$ cat src/rtl/core/block_bump_allocator_unit_assert.svh
// Assertion macros used by the bump allocator top level.
`ifndef BLOCK_BUMP_ALLOCATOR_UNIT_ASSERT_SVH
`define BLOCK_BUMP_ALLOCATOR_UNIT_ASSERT_SVH

// Check a property on clk_i, disabled while reset is asserted.
`define BBA_ASSERT(lbl, prop, msg) \
  lbl: assert property (@(posedge clk_i) disable iff (!rst_ni) prop) else $error(msg);

// Check a property on clk_i, also during reset.
`define BBA_ASSERT_ALWAYS(lbl, prop, msg) \
  lbl: assert property (@(posedge clk_i) prop) else $error(msg);

`endif

$ cat src/rtl/core/bba_pkg.sv
// Types, constants and register codes of the bump allocator.
package bba_pkg;

  // Default parameter values.
  localparam int BBA_BLOCK_BYTES = 16777216;
  localparam int BBA_CHUNK_ALIGN = 16;
  localparam int BBA_MAX_BLOCKS  = 16;

  // Field widths.
  localparam int SIZE_W = 32;
  localparam int OFS_W  = 25;
  localparam int SUM_W  = 29;
  localparam int BLK_W  = 4;
  localparam int LIM_W  = 5;
  localparam int CFG_W  = 5;
  localparam int IDX_W  = 1;

  // Configuration register indexes.
  localparam logic [IDX_W-1:0] REG_BLOCK_LIMIT = 1'd0;
  localparam logic [IDX_W-1:0] REG_ALLOW_HUGE  = 1'd1;

  // Opcodes.
  localparam logic OP_ALLOC = 1'b0;
  localparam logic OP_FREE  = 1'b1;

  // Status codes.
  typedef enum logic [1:0] {
    ST_OK       = 2'd0,
    ST_HUGE     = 2'd1,
    ST_HUGE_ERR = 2'd2,
    ST_NO_BLOCK = 2'd3
  } status_e;

  typedef struct packed {
    logic              opcode;
    logic [SIZE_W-1:0] req_size;
    logic [BLK_W-1:0]  free_block;
    logic [OFS_W-1:0]  free_offset;
  } req_t;

  typedef struct packed {
    status_e           status;
    logic [BLK_W-1:0]  out_block;
    logic [OFS_W-1:0]  out_offset;
    logic [SUM_W-1:0]  total_used;
  } rsp_t;

  // Request beat as it travels down the row of block cells.
  typedef struct packed {
    logic             valid;
    logic             opcode;
    status_e          status;   // nonzero: oversize, cells leave it alone
    logic [OFS_W-1:0] size;
    logic [OFS_W-1:0] chunk;
    logic [BLK_W-1:0] fblk;
    logic [OFS_W-1:0] fofs;
    logic             found;    // a cell took the allocation or the free
    logic             opened;   // the allocation opened a new block
    logic [BLK_W-1:0] hit;
    logic [OFS_W-1:0] hit_ofs;
    logic [OFS_W-1:0] dec;
  } tok_t;

endpackage

$ cat src/rtl/core/bba_cell.sv
// One block cell: bump offset and used count of one block, one pipeline hop.
module bba_cell
  import bba_pkg::*;
#(
  parameter int IDX         = 0,
  parameter int MAX_BLOCKS  = BBA_MAX_BLOCKS,
  parameter int BLOCK_BYTES = BBA_BLOCK_BYTES,
  parameter int CNT_W       = $clog2(MAX_BLOCKS + 1)
) (
  input  logic             clk_i,
  input  logic             rst_ni,
  input  tok_t             tok_i,
  input  logic [CNT_W-1:0] open_i,
  input  logic [CNT_W-1:0] limit_i,
  output tok_t             tok_o
);

  localparam logic [CNT_W-1:0] ME = CNT_W'(IDX);

  logic [OFS_W-1:0] bump_q, bump_d;
  logic [OFS_W-1:0] used_q, used_d;
  tok_t             tok_q, tok_d;

  logic             active;
  logic             fits;
  logic             roll;
  logic [OFS_W-1:0] dec;
  logic [OFS_W-1:0] used_n;
  logic [OFS_W:0]   end_ofs;

  assign active  = tok_i.valid && (tok_i.status == ST_OK) && !tok_i.found;
  assign fits    = ({1'b0, bump_q} + {1'b0, tok_i.size}) <= (OFS_W + 1)'(BLOCK_BYTES);
  assign dec     = (tok_i.chunk > used_q) ? used_q : tok_i.chunk;
  assign used_n  = used_q - dec;
  assign end_ofs = {1'b0, tok_i.fofs} + {1'b0, tok_i.chunk};
  assign roll    = ({1'b0, bump_q} == end_ofs);

  // Claim the beat for this block and update its state.
  always_comb begin
    tok_d  = tok_i;
    bump_d = bump_q;
    used_d = used_q;
    if (active && tok_i.opcode == OP_ALLOC) begin
      if (ME < open_i) begin
        if (fits) begin
          tok_d.found   = 1'b1;
          tok_d.hit     = BLK_W'(IDX);
          tok_d.hit_ofs = bump_q;
          bump_d        = bump_q + tok_i.chunk;
          used_d        = used_q + tok_i.chunk;
        end
      end else if (ME == open_i && open_i < limit_i) begin
        tok_d.found   = 1'b1;
        tok_d.opened  = 1'b1;
        tok_d.hit     = BLK_W'(IDX);
        tok_d.hit_ofs = '0;
        bump_d        = tok_i.chunk;
        used_d        = tok_i.chunk;
      end
    end else if (active && tok_i.opcode == OP_FREE) begin
      if ((32'(tok_i.fblk) == IDX) && (ME < open_i)) begin
        tok_d.found = 1'b1;
        tok_d.dec   = dec;
        used_d      = used_n;
        if (used_n == '0) begin
          bump_d = '0;
        end else if (roll) begin
          bump_d = bump_q - tok_i.chunk;
        end
      end
    end
  end

  // Hold block state and pass the beat on.
  always_ff @(posedge clk_i or negedge rst_ni) begin
    if (!rst_ni) begin
      bump_q <= '0;
      used_q <= '0;
      tok_q  <= '0;
    end else begin
      bump_q <= bump_d;
      used_q <= used_d;
      tok_q  <= tok_d;
    end
  end

  assign tok_o = tok_q;

endmodule

$ cat config.mk
export PLATFORM = sky130hd
export DESIGN_NAME = bba_cell
export DESIGN_NICKNAME = d
export VERILOG_FILES = /design/src/rtl/core/block_bump_allocator_unit_assert.svh /design/src/rtl/core/bba_pkg.sv /design/src/rtl/core/bba_cell.sv
export SDC_FILE = /design/constraint.sdc
export NUM_CORES = 1
export LEC_CHECK = 0
export BUFFER_PORTS_ARGS = -buffer_cell sky130_fd_sc_hd__buf_2
export CORE_MARGIN = 3
export CORE_UTILIZATION = 50
export CTS_CLUSTER_DIAMETER = 150
export DETAILED_ROUTE_END_ITERATION = 16
export PLACE_DENSITY_LB_ADDON = 0.3
export REMOVE_ABC_BUFFERS = 1
export SLEW_MARGIN = 10
export SYNTH_ARGS = -nofsm -noshare
export SYNTH_HDL_FRONTEND = slang
export SYNTH_SLANG_ARGS = --single-unit
$ cat constraint.sdc
create_clock -name clk_i -period 11.65 [get_ports clk_i]
set_clock_uncertainty 0.05 [all_clocks]
set_input_delay 1.165 -clock clk_i [delete_from_list [all_inputs] [get_ports clk_i]]
set_output_delay 1.165 -clock clk_i [all_outputs]
set_load 0.1 [all_outputs]
==> out/results.txt <==
# diodes = 0
Post-synth EDFFs = 0
HP Class = reg -> reg
vias in the first global route = 14660
gr usage total = 30.15%
DR pass1 iterations = 6
Sink Count = 189
area delta synth->final = 14.14%
Leak Pwr = 0.008527 uW
CTS Buffer Depth = 2
initial antenna violation count = 0
IO Count = 290
GR Layer Usage met1 = 42.78%
post-CTS setup repair buffer count = 0
Vias/cell = 6.073
DRT Wirelength = 52540 um
post-synthesis cell type count = 77
die area = 0.03387 mm2
first-pass GRT wire length = 80630 um
CP Class = in -> reg
asr flop ratio synth = 100.0%
Worst-Margin Slew = 1.018 ns
CTS tree = yes
share of the synthesized area in the top cell type = 29.85%
Die Ht = 184.0 um
relative max-transition margin = 32.11%
Initial Util = 51.27%
worst vdd ir = 0.1694 mV
initial drt markers = 1559
post-route ant nets = 0
Psw = 1979 uW
min cycle time layout = 8.812 ns
met2 GRT Util = 48.26%
Net Sw Frac = 50.10%
Combinational Power Share = 64.5%
busiest grt layer = met2
Nets = 2493
Max Cap Viol = 0
status = complete, no violations
root buffer cell = clkbuf_16
Synth Flop Type = dfrtp_1
CTS H-tree lvls = 4
Synth Warn # = 0
Critical Path Source Type = input pin
Netlist Area Pre-Place = 0.01585 mm2
Worst-Skew Late Latency = 0.46 ns
Reg power frac = 20.2%
die width = 184.0 um
RSZ-0062 raised after global routing = false
post-CTS sizing = 0
clock transition at the registers of the reported paths = 0.08 ns
pwr/cell area = 218.4 mW/mm2
Routability Congestion = 0.9706
pin count of the biggest net entering global routing = 115
kind of end point of the critical path = flip-flop
Setup TNS Final = 0 ns
DR WL/cell = 20.45 um
hold bufs inserted after CTS = 0
final core utilization = 58.52%
Final Hold Viols = 0
hpwl dp = 40260 um
Worst Path Required = 11.95 ns
cell taking the most area after synthesis = dfrtp_1
layout cells sized above 1 = 16.20%
total gr overflow = 0
Area contributors post-synth = dfrtp_1 (30%), ha_1 (14%), a21oi_1 (5.9%), o21ai_0 (5.5%), xnor2_1 (4.7%)
DRC = 0
routed via count = 15600
FF+latch count, synth = 189
register area share after synthesis = 29.85%
Final period util = 75.64%
internal cell power = 1971 uW
FMAX = 113.5 MHz
port buffer count = 289
TritonCTS Buffers = 17
Clock power frac = 15.4%
leading cell types by count after synthesis = dfrtp_1 (189), a21oi_1 (186), ha_1 (175)
Syn Inst Count = 1935
Mean Syn Cell Area = 8.189 um2
Max FO, Critical Path = 38
Pins Over Slew Limit = 0
met3 Resource Use GR = 3.878%
top-count cell post-synth = dfrtp_1
Placeable Area = 0.03091 mm2
Core Rows = 64
final setup fails = 0
Critical Path AT = 9.11 ns
## kinds of logic (layout without fill, tap and decap cells)
family / Yosys count / in the layout / synth area share [%]
compound gates: 655 / 655 / 26.13
simple gates: 540 / 540 / 15.86
buf+inv: 232 / 470 / 5.772
flops: 189 / 189 / 29.85
fa+ha+maj: 181 / 181 / 14.58
xor+xnor: 121 / 121 / 6.688
mux: 17 / 17 / 1.129
## sequential cells by signal, indices dropped and copies added (netlist names)
name and cells:
used_q 25, tok_o 139, bump_q 25
## metrics by stage
step / std cells / hold slack [ns] / total power (uW) / cell area, um2 / setup slack [ns]
finish: 2569 / 0.5545 / 3949 / 18090 / 2.838
global route: 2569 / 0.5781 / 4228 / 18090 / 2.340
CTS: 2569 / 0.5475 / 3905 / 18090 / 2.987
detailed placement: 2538 / 0.5337 / 3284 / 17510 / 2.510
global placement: 2538 / 0.5137 / 3242 / 17510 / 2.841
floorplan: 1843 / 0.4668 / 2687 / 15460 / 3.640
## final timing paths
| kind | from | end | slack (ns) | depth (start not counted) |
|---|---|---|---|---|
| worst max-delay path | tok_i[101] | bump_q[20] | 2.84 | 25 |
| worst min-delay path | used_q[22] | used_q[22] | 0.55 | 1 |
| worst max register to register | used_q[16] | bump_q[20] | 3.29 | 25 |
| worst min register to register | used_q[22] | used_q[22] | 0.55 | 1 |
| max in group asynchronous | rst_ni | tok_o[126] | 9.18 | 2 |
| min in group asynchronous | rst_ni | tok_o[105] | 0.75 | 1 |
## per-layer routing
layer / up-vias / wire [um]
li1: 7395 / -
met1: 7401 / 23320
met5: - / 0
met3: 85 / 4192
met4: 0 / 1298
met2: 721 / 23720
## layout by cell type, fill, tap and decap left out, drive strengths merged, types with 21 or more instances in the layout
cell,instances
buf,298
dfrtp,189
a21oi,186
o21ai,176
ha,175
nor2,168
nand2,151
inv,144
xnor2,85
a21o,46
nand3,40
nor3,39
xor2,36
nand2b,28
a211oi,26
a31oi,25
nor2b,25
o21a,24
o211ai,22
o21bai,21
clkbuf,21
## layout make-up
cell class | instances | area (um2)
clock buffers | 20 | 446.7
repair buffers | 299 | 1530
inverters | 140 | 525.5
multi-input cells | 1514 | 10230
clock inverters | 11 | 133.9
well taps | 396 | 495.5
fillers | 2821 | 12820
flip-flops and latches | 189 | 4730
## worst max-delay path, cell delays in order
cell,delay [ns]
buf_2,0.18
ha_1,0.43
a2111oi_0,0.39
o21ai_0,0.15
o22ai_1,0.20
o221ai_1,0.17
a31oi_1,0.27
a21o_1,0.34
buf_4,0.42
o21ai_0,0.18
ha_1,0.25
fa_1,0.44
nor2b_1,0.22
o31a_1,0.29
o21a_1,0.29
a31o_2,0.24
a21oi_1,0.09
xor2_1,0.18
or4b_1,0.53
a2111oi_2,0.47
or2_1,0.16
buf_4,0.31
a31o_2,0.42
and2_1,0.85
mux2_1,0.40
## power groups by stage
stage	Clock (uW)	Combinational, uW	Sequential [uW]
final	607	2550	797
after global routing	639	2780	805
after CTS	614	2500	796
after detailed placement	0	2480	809
after global placement	0	2430	808
after floorplan	0	1710	979
Note: power is estimated with default switching activity, not from simulation.
